[config.mk]
export PLATFORM = sky130hd
export DESIGN_NAME = triggered_stepper_task_queue_flat
export DESIGN_NICKNAME = d
export VERILOG_FILES = /design/src/sv/tsq_pkg.sv /design/src/sv/tsq_in_if.sv /design/src/sv/tsq_out_if.sv /design/src/sv/tsq_front.sv /design/src/sv/tsq_link.sv /design/src/sv/tsq_back.sv /design/src/sv/triggered_stepper_task_queue.sv /design/src/flat_wrapper.sv
export SDC_FILE = /design/constraint.sdc
export NUM_CORES = 1
export LEC_CHECK = 0
export ABC_CLOCK_PERIOD_IN_PS = 6600
export BUFFER_PORTS_ARGS = -buffer_cell sky130_fd_sc_hd__buf_2
export CAP_MARGIN = 40
export CORE_ASPECT_RATIO = 0.9
export CORE_MARGIN = 2
export CORE_UTILIZATION = 40
export DETAILED_ROUTE_END_ITERATION = 6
export GPL_ROUTABILITY_DRIVEN = 0
export GPL_TIMING_DRIVEN = 0
export PLACE_DENSITY = 0.65
export RECOVER_POWER = 50
export SKIP_CTS_REPAIR_TIMING = 1
export SYNTH_ARGS = -nofsm -noshare
export SYNTH_HDL_FRONTEND = slang
export SYNTH_HIERARCHICAL = 1
export SYNTH_SLANG_ARGS = --single-unit
[constraint.sdc]
create_clock -name clk_i -period 6.6 [get_ports clk_i]
set_clock_uncertainty 0.05 [all_clocks]
set_input_delay 0.33 -clock clk_i [delete_from_list [all_inputs] [get_ports clk_i]]
set_output_delay 0.33 -clock clk_i [all_outputs]
set_load 0.01 [all_outputs]
[src/sv/tsq_pkg.sv]
// -----------------------------------------------------------------------------
// tsq_pkg
// Shared types and constants of the triggered stepper task queue.
// -----------------------------------------------------------------------------
package tsq_pkg;

  localparam int unsigned TSQ_RING_SLOTS = 16;
  localparam int unsigned TSQ_LINK_DEPTH = 2;
  localparam int unsigned NUM_SENSORS    = 3;
  localparam int unsigned APB_ADDR_W     = 4;
  localparam int unsigned APB_DATA_W     = 32;

  localparam logic [15:0] DEBOUNCE_RESET      = 16'd200;
  localparam logic [7:0]  STEP_PERIOD_RESET   = 8'd2;
  localparam logic [15:0] STEPS_PER_REV_RESET = 16'd1024;

  typedef enum logic [1:0] {
    REG_DEBOUNCE      = 2'd0,
    REG_STEP_PERIOD   = 2'd1,
    REG_STEPS_PER_REV = 2'd2
  } cfg_reg_e;

  // One tick as classified by the front end
  typedef struct packed {
    logic [31:0]            now;
    logic [NUM_SENSORS-1:0] fire;
  } tick_t;

endpackage

[src/sv/tsq_in_if.sv]
// -----------------------------------------------------------------------------
// tsq_in_if
// Tick channel: valid/ready handshake with three active-low sensor levels.
// -----------------------------------------------------------------------------
interface tsq_in_if;
  logic valid;
  logic ready;
  logic sensor_one_n;
  logic sensor_two_n;
  logic sensor_three_n;

  modport source (output valid, output sensor_one_n, output sensor_two_n,
                  output sensor_three_n, input ready);
  modport sink   (input valid, input sensor_one_n, input sensor_two_n,
                  input sensor_three_n, output ready);
endinterface

[src/sv/tsq_out_if.sv]
// -----------------------------------------------------------------------------
// tsq_out_if
// Result channel: valid/ready handshake with the per-tick status.
// -----------------------------------------------------------------------------
interface tsq_out_if;
  logic       valid;
  logic       ready;
  logic [3:0] coil_pattern;
  logic [1:0] shown_frame;
  logic       busy_res;
  logic [3:0] queued_jobs;
  logic       job_dropped;

  modport source (output valid, output coil_pattern, output shown_frame,
                  output busy_res, output queued_jobs, output job_dropped,
                  input ready);
  modport sink   (input valid, input coil_pattern, input shown_frame,
                  input busy_res, input queued_jobs, input job_dropped,
                  output ready);
endinterface

[src/sv/tsq_front.sv]
// -----------------------------------------------------------------------------
// tsq_front
// Tick front end: keeps the millisecond clock and debounces the sensors.
// -----------------------------------------------------------------------------
module tsq_front import tsq_pkg::*; (
  input  logic        clk_i,
  input  logic        rst_ni,
  tsq_in_if.sink      in_i,
  input  logic [15:0] debounce_ms_i,
  output tick_t       tick_o,
  output logic        tick_valid_o,
  input  logic        tick_ready_i
);

  logic [31:0]            time_now_q, time_now_d;
  logic [31:0]            last_fire_q [NUM_SENSORS];
  logic [NUM_SENSORS-1:0] sensors_n;
  logic [NUM_SENSORS-1:0] fire;
  logic                   accept;

  assign sensors_n = {in_i.sensor_three_n, in_i.sensor_two_n, in_i.sensor_one_n};

  always_comb begin
    for (int k = 0; k < NUM_SENSORS; k++) begin
      fire[k] = !sensors_n[k] &&
                ((time_now_q - last_fire_q[k]) > {16'd0, debounce_ms_i});
    end
  end

  assign in_i.ready   = tick_ready_i;
  assign tick_valid_o = in_i.valid;
  assign accept       = in_i.valid && tick_ready_i;
  assign tick_o.now   = time_now_q;
  assign tick_o.fire  = fire;
  assign time_now_d   = time_now_q + 32'd1;

  always_ff @(posedge clk_i or negedge rst_ni) begin
    if (!rst_ni) begin
      time_now_q <= '0;
      for (int k = 0; k < NUM_SENSORS; k++) begin
        last_fire_q[k] <= '0;
      end
    end else if (accept) begin
      time_now_q <= time_now_d;
      for (int k = 0; k < NUM_SENSORS; k++) begin
        // a firing counts for debounce even when its job is dropped
        if (fire[k]) begin
          last_fire_q[k] <= time_now_q;
        end
      end
    end
  end

endmodule

[src/sv/tsq_link.sv]
// -----------------------------------------------------------------------------
// tsq_link
// Short queue of classified ticks between the front end and the job engine.
// -----------------------------------------------------------------------------
module tsq_link import tsq_pkg::*; (
  input  logic  clk_i,
  input  logic  rst_ni,
  input  tick_t wr_data_i,
  input  logic  wr_valid_i,
  output logic  wr_ready_o,
  output tick_t rd_data_o,
  output logic  rd_valid_o,
  input  logic  rd_ready_i
);

  localparam int unsigned PW = (TSQ_LINK_DEPTH > 1) ? $clog2(TSQ_LINK_DEPTH) : 1;
  localparam int unsigned CW = $clog2(TSQ_LINK_DEPTH + 1);
  localparam logic [PW-1:0] LAST = PW'(TSQ_LINK_DEPTH - 1);

  tick_t         slot_q [TSQ_LINK_DEPTH];
  logic [PW-1:0] wr_ptr_q, rd_ptr_q;
  logic [CW-1:0] count_q;
  logic          push, pop;

  assign wr_ready_o = (count_q != CW'(TSQ_LINK_DEPTH));
  assign rd_valid_o = (count_q != '0);
  assign rd_data_o  = slot_q[rd_ptr_q];
  assign push       = wr_valid_i && wr_ready_o;
  assign pop        = rd_valid_o && rd_ready_i;

  always_ff @(posedge clk_i) begin
    if (push) begin
      slot_q[wr_ptr_q] <= wr_data_i;
    end
  end

  always_ff @(posedge clk_i or negedge rst_ni) begin
    if (!rst_ni) begin
      wr_ptr_q <= '0;
      rd_ptr_q <= '0;
      count_q  <= '0;
    end else begin
      if (push) begin
        wr_ptr_q <= (wr_ptr_q == LAST) ? '0 : wr_ptr_q + 1'b1;
      end
      if (pop) begin
        rd_ptr_q <= (rd_ptr_q == LAST) ? '0 : rd_ptr_q + 1'b1;
      end
      if (push && !pop) begin
        count_q <= count_q + 1'b1;
      end else if (pop && !push) begin
        count_q <= count_q - 1'b1;
      end
    end
  end

endmodule

[src/sv/tsq_back.sv]
// -----------------------------------------------------------------------------
// tsq_back
// Job engine: job ring, job start, wave-drive stepping and the result register.
// -----------------------------------------------------------------------------
module tsq_back import tsq_pkg::*; #(
  parameter int unsigned RING_SLOTS = TSQ_RING_SLOTS
) (
  input  logic        clk_i,
  input  logic        rst_ni,
  input  tick_t       tick_i,
  input  logic        tick_valid_i,
  output logic        tick_ready_o,
  input  logic [7:0]  step_period_ms_i,
  input  logic [15:0] steps_per_rev_i,
  tsq_out_if.source   out_o
);

  localparam int unsigned IW = $clog2(RING_SLOTS);
  localparam logic [IW-1:0] LAST = IW'(RING_SLOTS - 1);

  function automatic logic [IW-1:0] ring_next(input logic [IW-1:0] idx);
    return (idx == LAST) ? '0 : IW'(idx + 1'b1);
  endfunction

  logic [1:0]    ring_q [RING_SLOTS];
  logic [1:0]    ring_d [RING_SLOTS];
  logic [IW-1:0] head_q, head_d, tail_q, tail_d;
  logic [IW-1:0] cnt_q, cnt_d;
  logic [IW-1:0] wslot [4];
  logic          active_q, active_d;
  logic [17:0]   rem_q, rem_d;
  logic [1:0]    frame_q, frame_d;
  logic [3:0]    coils_q, coils_d;
  logic [1:0]    phase_q, phase_d;
  logic [31:0]   last_step_q, last_step_d;
  logic          out_valid_q;
  logic [3:0]    queued_q, queued_d;
  logic          dropped_q, dropped_d;
  logic          proceed;

  logic [IW:0]   fill;
  logic [1:0]    acc;
  logic [1:0]    first_job;
  logic [1:0]    job;
  logic [31:0]   fill_ext;

  assign tick_ready_o = !out_valid_q || out_o.ready;
  assign proceed      = tick_valid_i && tick_ready_o;

  always_comb begin
    ring_d      = ring_q;
    head_d      = head_q;
    active_d    = active_q;
    rem_d       = rem_q;
    frame_d     = frame_q;
    coils_d     = coils_q;
    phase_d     = phase_q;
    last_step_d = last_step_q;
    dropped_d   = 1'b0;
    first_job   = '0;
    job         = '0;
    acc         = '0;
    fill        = {1'b0, cnt_q};

    wslot[0] = tail_q;
    wslot[1] = ring_next(wslot[0]);
    wslot[2] = ring_next(wslot[1]);
    wslot[3] = ring_next(wslot[2]);

    // enqueue firings in sensor order while the ring has room
    for (int k = 0; k < NUM_SENSORS; k++) begin
      if (tick_i.fire[k]) begin
        if (fill < (IW+1)'(RING_SLOTS - 1)) begin
          ring_d[wslot[acc]] = 2'(k + 1);
          if (acc == 2'd0) begin
            first_job = 2'(k + 1);
          end
          acc  = acc + 2'd1;
          fill = fill + 1'b1;
        end else begin
          dropped_d = 1'b1;
        end
      end
    end
    tail_d = wslot[acc];

    // start the oldest job; bypass the ring when it was empty before this tick
    if (!active_q && (fill != '0)) begin
      job      = (cnt_q == '0) ? first_job : ring_q[head_q];
      head_d   = ring_next(head_q);
      fill     = fill - 1'b1;
      active_d = 1'b1;
      frame_d  = job;
      rem_d    = 18'(job) * {2'b00, steps_per_rev_i};
    end

    if (active_d) begin
      if (rem_d != '0) begin
        if ((tick_i.now - last_step_q) >= {24'd0, step_period_ms_i}) begin
          last_step_d = tick_i.now;
          coils_d     = 4'b0001 << phase_q;
          phase_d     = phase_q + 2'd1;
          rem_d       = rem_d - 18'd1;
        end
      end else begin
        frame_d  = '0;
        active_d = 1'b0;
      end
    end

    cnt_d    = fill[IW-1:0];
    fill_ext = 32'(fill);
    queued_d = (fill_ext > 32'd15) ? 4'd15 : fill_ext[3:0];
  end

  always_ff @(posedge clk_i) begin
    if (proceed) begin
      ring_q <= ring_d;
    end
  end

  always_ff @(posedge clk_i or negedge rst_ni) begin
    if (!rst_ni) begin
      head_q      <= '0;
      tail_q      <= '0;
      cnt_q       <= '0;
      active_q    <= 1'b0;
      rem_q       <= '0;
      frame_q     <= '0;
      coils_q     <= '0;
      phase_q     <= '0;
      last_step_q <= '0;
      queued_q    <= '0;
      dropped_q   <= 1'b0;
      out_valid_q <= 1'b0;
    end else begin
      if (proceed) begin
        head_q      <= head_d;
        tail_q      <= tail_d;
        cnt_q       <= cnt_d;
        active_q    <= active_d;
        rem_q       <= rem_d;
        frame_q     <= frame_d;
        coils_q     <= coils_d;
        phase_q     <= phase_d;
        last_step_q <= last_step_d;
        queued_q    <= queued_d;
        dropped_q   <= dropped_d;
        out_valid_q <= 1'b1;
      end else if (out_o.ready) begin
        out_valid_q <= 1'b0;
      end
    end
  end

  // the state registers double as the result register: they only move
  // when the previous result has gone
  assign out_o.valid        = out_valid_q;
  assign out_o.coil_pattern = coils_q;
  assign out_o.shown_frame  = frame_q;
  assign out_o.busy_res     = active_q;
  assign out_o.queued_jobs  = queued_q;
  assign out_o.job_dropped  = dropped_q;

endmodule

[src/sv/triggered_stepper_task_queue.sv]
// -----------------------------------------------------------------------------
// triggered_stepper_task_queue
// Debounced light-barrier triggers feeding a job ring that drives a stepper.
// -----------------------------------------------------------------------------
// Usage:
//   in_i  carries one millisecond tick per transaction with three active-low
//         sensor levels; out_o returns one status transaction per tick
//         (coil drive, shown frame, busy, queued jobs, drop flag).
//   The front end debounces the sensors and hands the tick through a
//   two-entry queue to the job engine, which updates the ring and the motor
//   and writes the result register.
//   Throughput: one tick per clock cycle while the receiver takes every result.
//   A tick accepted on in_i is written into the two-entry queue and then taken
//   by the job engine into the result register, provided that register is free.
//   When the receiver stalls, the result is held, the queue fills and in_i
//   drops ready once the queue holds two ticks; nothing is lost.
//   Reset clears the clock, the debounce times, the ring pointers and the
//   motor state and loads the register defaults (debounce 200 ms, step
//   period 2 ms, 1024 steps per revolution).
//   Registers (APB, byte address 4*i): 0 debounce_ms, 1 step_period_ms,
//   2 steps_per_rev. Write them only while no tick is in flight.
// -----------------------------------------------------------------------------
module triggered_stepper_task_queue import tsq_pkg::*; #(
  parameter int unsigned RING_SLOTS = TSQ_RING_SLOTS
) (
  input  logic                  clk_i,
  input  logic                  rst_ni,
  tsq_in_if.sink                in_i,
  tsq_out_if.source             out_o,
  input  logic                  psel,
  input  logic                  penable,
  input  logic                  pwrite,
  input  logic [APB_ADDR_W-1:0] paddr,
  input  logic [APB_DATA_W-1:0] pwdata,
  output logic [APB_DATA_W-1:0] prdata,
  output logic                  pready
);

  logic [15:0] debounce_q;
  logic [7:0]  step_period_q;
  logic [15:0] steps_per_rev_q;
  logic        cfg_write;

  tick_t front_tick, back_tick;
  logic  front_valid, front_ready, back_valid, back_ready;

  assign pready    = 1'b1;
  assign cfg_write = psel && penable && pwrite;

  always_ff @(posedge clk_i or negedge rst_ni) begin
    if (!rst_ni) begin
      debounce_q      <= DEBOUNCE_RESET;
      step_period_q   <= STEP_PERIOD_RESET;
      steps_per_rev_q <= STEPS_PER_REV_RESET;
    end else if (cfg_write) begin
      unique case (paddr[3:2])
        REG_DEBOUNCE:      debounce_q      <= pwdata[15:0];
        REG_STEP_PERIOD:   step_period_q   <= pwdata[7:0];
        REG_STEPS_PER_REV: steps_per_rev_q <= pwdata[15:0];
        default: ;
      endcase
    end
  end

  always_comb begin
    unique case (paddr[3:2])
      REG_DEBOUNCE:      prdata = {16'd0, debounce_q};
      REG_STEP_PERIOD:   prdata = {24'd0, step_period_q};
      REG_STEPS_PER_REV: prdata = {16'd0, steps_per_rev_q};
      default:           prdata = '0;
    endcase
  end

  tsq_front u_front (
    .clk_i         (clk_i),
    .rst_ni        (rst_ni),
    .in_i          (in_i),
    .debounce_ms_i (debounce_q),
    .tick_o        (front_tick),
    .tick_valid_o  (front_valid),
    .tick_ready_i  (front_ready)
  );

  tsq_link u_link (
    .clk_i      (clk_i),
    .rst_ni     (rst_ni),
    .wr_data_i  (front_tick),
    .wr_valid_i (front_valid),
    .wr_ready_o (front_ready),
    .rd_data_o  (back_tick),
    .rd_valid_o (back_valid),
    .rd_ready_i (back_ready)
  );

  tsq_back #(
    .RING_SLOTS (RING_SLOTS)
  ) u_back (
    .clk_i            (clk_i),
    .rst_ni           (rst_ni),
    .tick_i           (back_tick),
    .tick_valid_i     (back_valid),
    .tick_ready_o     (back_ready),
    .step_period_ms_i (step_period_q),
    .steps_per_rev_i  (steps_per_rev_q),
    .out_o            (out_o)
  );

  // an idle engine always shows a cleared display
  ap_idle_cleared: assert property (@(posedge clk_i) disable iff (!rst_ni)
    (out_o.valid && !out_o.busy_res) |-> (out_o.shown_frame == 2'd0))
    else $error("idle result shows a frame");

  // a running job always shows its job number
  ap_busy_frame: assert property (@(posedge clk_i) disable iff (!rst_ni)
    (out_o.valid && out_o.busy_res) |-> (out_o.shown_frame != 2'd0))
    else $error("running job shows a cleared display");

  // wave drive energises at most one coil
  ap_wave_drive: assert property (@(posedge clk_i) disable iff (!rst_ni)
    out_o.valid |-> $onehot0(out_o.coil_pattern))
    else $error("more than one coil driven");

  // a result can only follow a tick taken from the queue
  ap_result_source: assert property (@(posedge clk_i) disable iff (!rst_ni)
    (!out_o.valid && !(back_valid && back_ready)) |=> !out_o.valid)
    else $error("result without a tick");

endmodule

[src/flat_wrapper.sv]
// flat-port wrapper written by rule: the top's interface ports become plain ports
module triggered_stepper_task_queue_flat import tsq_pkg::*;
#(
  parameter int unsigned RING_SLOTS = TSQ_RING_SLOTS
)
  (clk_i, rst_ni, psel, penable, pwrite, paddr, pwdata, prdata, pready, in_i_valid, in_i_sensor_one_n, in_i_sensor_two_n, in_i_sensor_three_n, in_i_ready, out_o_valid, out_o_coil_pattern, out_o_shown_frame, out_o_busy_res, out_o_queued_jobs, out_o_job_dropped, out_o_ready);
  tsq_in_if in_i_i ();
  tsq_out_if out_o_i ();
  input  logic clk_i;
  input  logic rst_ni;
  input  logic psel;
  input  logic penable;
  input  logic pwrite;
  input  logic [APB_ADDR_W-1:0] paddr;
  input  logic [APB_DATA_W-1:0] pwdata;
  output logic [APB_DATA_W-1:0] prdata;
  output logic pready;
  input wire logic [$bits(in_i_i.valid)-1:0] in_i_valid;
  input wire logic [$bits(in_i_i.sensor_one_n)-1:0] in_i_sensor_one_n;
  input wire logic [$bits(in_i_i.sensor_two_n)-1:0] in_i_sensor_two_n;
  input wire logic [$bits(in_i_i.sensor_three_n)-1:0] in_i_sensor_three_n;
  output wire logic [$bits(in_i_i.ready)-1:0] in_i_ready;
  output wire logic [$bits(out_o_i.valid)-1:0] out_o_valid;
  output wire logic [$bits(out_o_i.coil_pattern)-1:0] out_o_coil_pattern;
  output wire logic [$bits(out_o_i.shown_frame)-1:0] out_o_shown_frame;
  output wire logic [$bits(out_o_i.busy_res)-1:0] out_o_busy_res;
  output wire logic [$bits(out_o_i.queued_jobs)-1:0] out_o_queued_jobs;
  output wire logic [$bits(out_o_i.job_dropped)-1:0] out_o_job_dropped;
  input wire logic [$bits(out_o_i.ready)-1:0] out_o_ready;
  assign in_i_i.valid = in_i_valid;
  assign in_i_i.sensor_one_n = in_i_sensor_one_n;
  assign in_i_i.sensor_two_n = in_i_sensor_two_n;
  assign in_i_i.sensor_three_n = in_i_sensor_three_n;
  assign in_i_ready = in_i_i.ready;
  assign out_o_valid = out_o_i.valid;
  assign out_o_coil_pattern = out_o_i.coil_pattern;
  assign out_o_shown_frame = out_o_i.shown_frame;
  assign out_o_busy_res = out_o_i.busy_res;
  assign out_o_queued_jobs = out_o_i.queued_jobs;
  assign out_o_job_dropped = out_o_i.job_dropped;
  assign out_o_i.ready = out_o_ready;
  triggered_stepper_task_queue #(.RING_SLOTS(RING_SLOTS)) u_core (.clk_i(clk_i), .rst_ni(rst_ni), .in_i(in_i_i), .out_o(out_o_i), .psel(psel), .penable(penable), .pwrite(pwrite), .paddr(paddr), .pwdata(pwdata), .prdata(prdata), .pready(pready));
endmodule
# Yosys cells after proc, flatten, opt, wreduce, memory -nomap -nowiden
# Memory sizes are Yosys's and may differ from the RTL's.
# Cells that the tools add are included.
# W data, S select, Z words.
dict set report totals {
  reg_bits 281
  latch_bits 0
  ramBits 70
  mem_bits_ro 0
  input_bits 46
  out_inout_bits 47
  elab_cells 213
  mem_count 1
}
# name words word_bits rd rd_clocked_by_memory_dff wr line_no
set mem_list {}
lappend mem_list {u_core.u_link.slot_q 2 35 1 0 1 tsq_link.sv:20} ;# tick_t slot_q [TSQ_LINK_DEPTH];
dict set report op_classes {
  addsub 21
  multipliers 1
  div 0
  order_cmp 18
  n_eq_ne 7
  shifts 1
  n_mux 74
  bitwise 14
  reduce_logical 38
}
# cell n
set op_table {}
lappend op_table {{$mux W32} 6}
lappend op_table {{$sub A32 B32 Y32} 4}
lappend op_table {{$gt A32 B16 Y1} 3}
lappend op_table {{$mux W18} 4}
lappend op_table {{$pmux W16 S3} 1}
lappend op_table {{$mux W4} 11}
lappend op_table {{$mux W2} 21}
lappend op_table {{$mux W5} 7}
lappend op_table {{$add A32 B1 Y32 const B} 1}
lappend op_table {{$and A16 B16 Y16} 2}
lappend op_table {{$ge A32 B8 Y1} 1}
lappend op_table {{$not A16 Y16} 2}
lappend op_table {{$or A16 B16 Y16} 2}
lappend op_table {{$or A32 B32 Y32} 1}
lappend op_table {{$bmux W4 S2} 3}
lappend op_table {{$demux W2 S4} 3}
lappend op_table {{$ge A5 B5 Y1 const B} 4}
lappend op_table {{$not A4 Y5} 4}
lappend op_table {{$mul A2 B16 Y18} 1}
lappend op_table {{$reduce_bool A18 Y1} 1}
lappend op_table {{$sub A18 B1 Y18 const B} 1}
lappend op_table {{$mux W1} 17}
lappend op_table {{$add A4 B1 Y4 const B} 4}
lappend op_table {{$eq A4 B4 Y1 const B} 4}
lappend op_table {{26 further kinds} 66}

# Logic depth before layout (Yosys ltp)
dict set report logic_depth {
  ltp_word 21
  ltp_mapped 33
  ltp_nobuf 28
}

# Modules after synthesis
# The synthesis kept the hierarchy.
# mod n_inst cells_each area_each_um2 seq_area_each_um2
set by_module_without_submodules {}
lappend by_module_without_submodules {tsq_front 1 1422 12185.4 3203.1}
lappend by_module_without_submodules {tsq_back 1 1264 10672.7 2887.8}
lappend by_module_without_submodules {tsq_link 1 127 2870.3 2202.1}
lappend by_module_without_submodules {triggered_stepper_task_queue 1 152 2004.4 1007.2}

# Least setup slack after synthesis
# Ideal clock, no wire load.
dict set report synth_timing {
  path_type {reg-to-reg}
  from {register u_core.u_link.rd_ptr_q}
  to {register u_core.u_back.last_step_q[18]}
  setup_time_ps 127
  arrival_time_ps 6756
  required_time_ps 6423
  slack_ps -333
  path_stages_with_launch 33
  path_buffers 7
  period_less_slack_ps 6933
  path_cell_list {dfrtp_1 buf_6 buf_12 mux2_4 buf_4 a21boi_0 o22a_1 nor3_1 inv_1 ha_1 o21ai_1 inv_1 ha_1 nand3_1 a21oi_1 o21a_1 clkbuf_1 and2_1 ha_1 clkbuf_1 a21o_1 nand2_1 nand4_1 and3_1 a311oi_1 nand3_1 o32ai_1 o2111a_1 nor3_2 nand2_2 buf_6 buf_6 mux2_1}
}
# element line_no
set synth_lines {}
lappend synth_lines {{start, declared} tsq_link.sv:21} ;# logic [PW-1:0] wr_ptr_q, rd_ptr_q;
lappend synth_lines {{start signal, assigned} tsq_link.sv:47} ;# rd_ptr_q <= (rd_ptr_q == LAST) ? '0 : rd_ptr_q + 1'b1;
lappend synth_lines {{end signal, assigned} tsq_back.sv:146} ;# last_step_q <= last_step_d;
lappend synth_lines {{end, declared} tsq_back.sv:35} ;# logic [31:0] last_step_q, last_step_d;

==> impl_metrics.json <==
{
  "status": "finished, violations left",
  "violations": "DRC, capacitance limit, slew limit, setup timing",
  "placed_cell_area_sq_um": 29400,
  "vias": 23300,
  "die_h_um": 254,
  "pin_count": 93,
  "final_antenna_net_count": 0,
  "whs_ns": 0.00149,
  "worst_pin_slew_ns": 3.28,
  "synth.distinct_cells": 118,
  "leakage_nw": 14.3,
  "cp.buffers_inverters": 9,
  "grt_pass1_wl_um": 117000,
  "drv_cap": 2,
  "critPathKind": "reg2reg",
  "cts_root_buf": "clkbuf_16",
  "cp.required_ns": 6.99,
  "worstPathMaxFanout": 7,
  "avgSynthCellArea_sq_um": 9.35,
  "grt-ovfl-total": 0,
  "hpwlAfterDp_um": 56800,
  "drt-total-wl_um": 75300,
  "fp.dieW_um": 282,
  "multi_input_area_sq_um": 17500,
  "ys_top_cells_by_area": "dfrtp_1, edfxtp_1, ha_1",
  "grt_max_degree": 112,
  "holdCritPathClass": "in2reg",
  "start_util_pct": 40.5,
  "async_flop_share_pct": 70.9,
  "synth_area_sq_um": 27700,
  "relSlewSlack_pct": -119,
  "start_kind": "flop",
  "synth_flop_cell": "dfrtp_1",
  "rsz0062_at_grt": "true",
  "port_buffers": 57,
  "worst_setup_path_end_kind": "flop",
  "viasPerCell": 5.66,
  "remaining_drc_errors": 3,
  "synth_warnings": 6,
  "grtUsageTotal_pct": 20.4,
  "slew_viol_final": 141,
  "clock_path_buffers": 3,
  "finalHoldViolCount": 0,
  "first_pass_iters": 7,
  "worstSkewPairLatency_ns": 0.58,
  "crit_arrival_ns": 7.14,
  "cp_top_family": "compound AO/OA/AOI/OAI gates",
  "clock.fmax_mhz": 148,
  "crit_path_max_incr_delay_ns": 0.43,
  "period_needed_ns": 6.75,
  "setup_viol": 44,
  "antenna_found_initial": 0,
  "ys_seq_area_share_pct": 33.5,
  "wire_per_inst_um": 18.3,
  "grt_pass1_vias": 21700,
  "area_delta_synth_final_pct": 15.2,
  "cts_made_buffers": 42,
  "drt_iter0_markers": 1759,
  "rows": 91,
  "core_area_sq_um": 68500,
  "syn_inst": 2965,
  "ys_seq_elements": 351,
  "synth_largest_area_cell": "dfrtp_1",
  "final_layout_size_suffix_gt1_share_pct": 17.2,
  "vdd_ir_drop_max_mv": 0.280,
  "power.density_nw_per_um2": 560,
  "synth-edff-count": 102,
  "design_area_sq_um": 31900,
  "ff_latch_area_sq_um": 9300,
  "cts_tree": "built",
  "synth_top_area_share_pct": 22.0,
  "htreeDepth": 2,
  "setup_ws_ns": -0.148,
  "cts.clk_slew.worst_paths_ns": 0.06,
  "fin_crit_sh_pct": 102,
  "n_fill_cell": 6493,
  "diodes": 0,
  "cts.sinks": 351,
  "fp.dieArea_sq_um": 71500,
  "cpMaxStageDelayCell": "a311oi_4",
  "nNetsFinal": 3427
}
-- power breakdown --
group,internal [mW],total [mW],switching (mW)
clock,1.35,2.32,0.972
sequential,2.96,3.43,0.472
combinational,5.27,12.1,6.88
-- cells by family (layout without fill, tap and decap cells) --
group,Yosys count,after routing,share of synthesized area (%)
xor+xnor,140,140,4.42
simple gates,905,905,16.4
buf+inv,340,555,5.61
fa+ha+maj,220,220,10.1
compound gates,738,738,17.8
mux,269,269,12.1
other cells,2,17,0.0271
flops,351,351,33.5
-- layout by cell type (no fill, tap or decap), types with 44 or more instances in the layout --
master / count
a21oi_1: 207
mux2i_1: 51
mux2_4: 79
xor2_1: 44
mux2_1: 51
inv_1: 200
o21ai_0: 115
buf_4: 82
dfrtp_1: 244
ha_1: 205
nand3_1: 84
nand4_1: 52
nor2_1: 178
edfxtp_1: 102
nor3_1: 51
buf_2: 77
and2_1: 49
xnor2_1: 92
mux2_2: 77
o211ai_1: 44
nand2_1: 262
clkbuf_1: 70
clkbuf_16: 44
-- registers in the layout (all words and copies together) (netlist names), named ones only --
signal                            flops
u_core/u_link/count_q                 2
u_core/u_back/out_o.valid             1
u_core/u_back/out_o.job_dropped       1
u_core/u_back/out_o.coil_pattern      4
u_core/u_front/time_now_q            32
u_core/u_back/ring_q                 32
u_core/u_back/cnt_q                   4
u_core/u_link/rd_ptr_q                1
u_core/debounce_q                    16
u_core/step_period_q                  8
u_core/u_back/rem_q                  18
u_core/u_back/head_q                  4
u_core/steps_per_rev_q               16
u_core/u_back/phase_q                 2
u_core/u_link/slot_q                 70
u_core/u_back/out_o.shown_frame       2
u_core/u_link/wr_ptr_q                1
u_core/u_back/out_o.busy_res          1
u_core/u_back/out_o.queued_jobs       4
u_core/u_back/last_step_q            32
u_core/u_front/last_fire_q           96
-- metal layers --
metal | vias to the layer above | global-route usage, % | part of all wire, %
met5 | - | 0 | 0
met2 | 660 | 33.1 | 45
li1 | 11300 | - | -
met3 | 139 | 2.42 | 5.2
met1 | 11200 | 28.2 | 46
met4 | 0 | 6.53 | 3.3
-- per-stage QoR --
step                utilization, %  power, mW  setup slack (ns)  TNS (ns)  cells
floorplan                        -       11.6            0.0222         0   2980
global placement              42.7       14.1             -1.90   -105.25   3967
detailed placement            42.9       14.3             -1.85   -101.52   3975
CTS                           44.9       16.7             -1.91   -105.59   4053
global route                  46.6       19.3            -0.309    -16.81   4125
finish                        46.6       17.9            -0.148     -4.96   4125
-- final timing paths --
| kind | start | endpoint | slack (ns) | cells past startpoint |
|---|---|---|---|---|
| max | u_core/u_link/rd_ptr_q | u_core/u_back/last_step_q[22] | -0.15 | 32 |
| min | pwdata[0] | u_core/step_period_q[0] | 0.001 | 2 |
| max reg2reg | u_core/u_link/rd_ptr_q | u_core/u_back/last_step_q[22] | -0.15 | 32 |
| min reg2reg | u_core/u_front/last_fire_q[56] | u_core/u_front/last_fire_q[56] | 0.43 | 1 |
| max in group asynchronous | rst_ni | u_core/u_back/last_step_q[26] | 1.66 | 4 |
| min in group asynchronous | rst_ni | u_core/u_front/last_fire_q[65] | 1.34 | 2 |
-- layout make-up --
cell class / instances / share of cell area (%)
well taps: 930 / 3.64
clock buffers: 56 / 3.58
multi-input cells: 2289 / 54.7
plain buffers: 130 / 2.51
flip-flops and latches: 351 / 29.1
inverters: 207 / 2.45
repair buffers: 140 / 3.32
clock inverters: 22 / 0.686
-- synthesized netlist by cell type (all sizes together), types with 15 or more instances --
master  count
nand4      52
and3       36
o211ai     46
or2        15
mux2i      53
nor4       24
a21oi     212
o21ai     134
a21o       40
mux2      207
and2       53
dfrtp     244
nor2      180
clkbuf     66
xnor2      96
a211o      15
buf        67
a211oi     28
nor3       55
nand2     270
or3        24
nand3      86
ha        215
a31oi      44
edfxtp    102
nor2b      22
inv       204
o21a       33
nand2b     35
and4       15
xor2       44
Power figures use the tool's default switching activity.
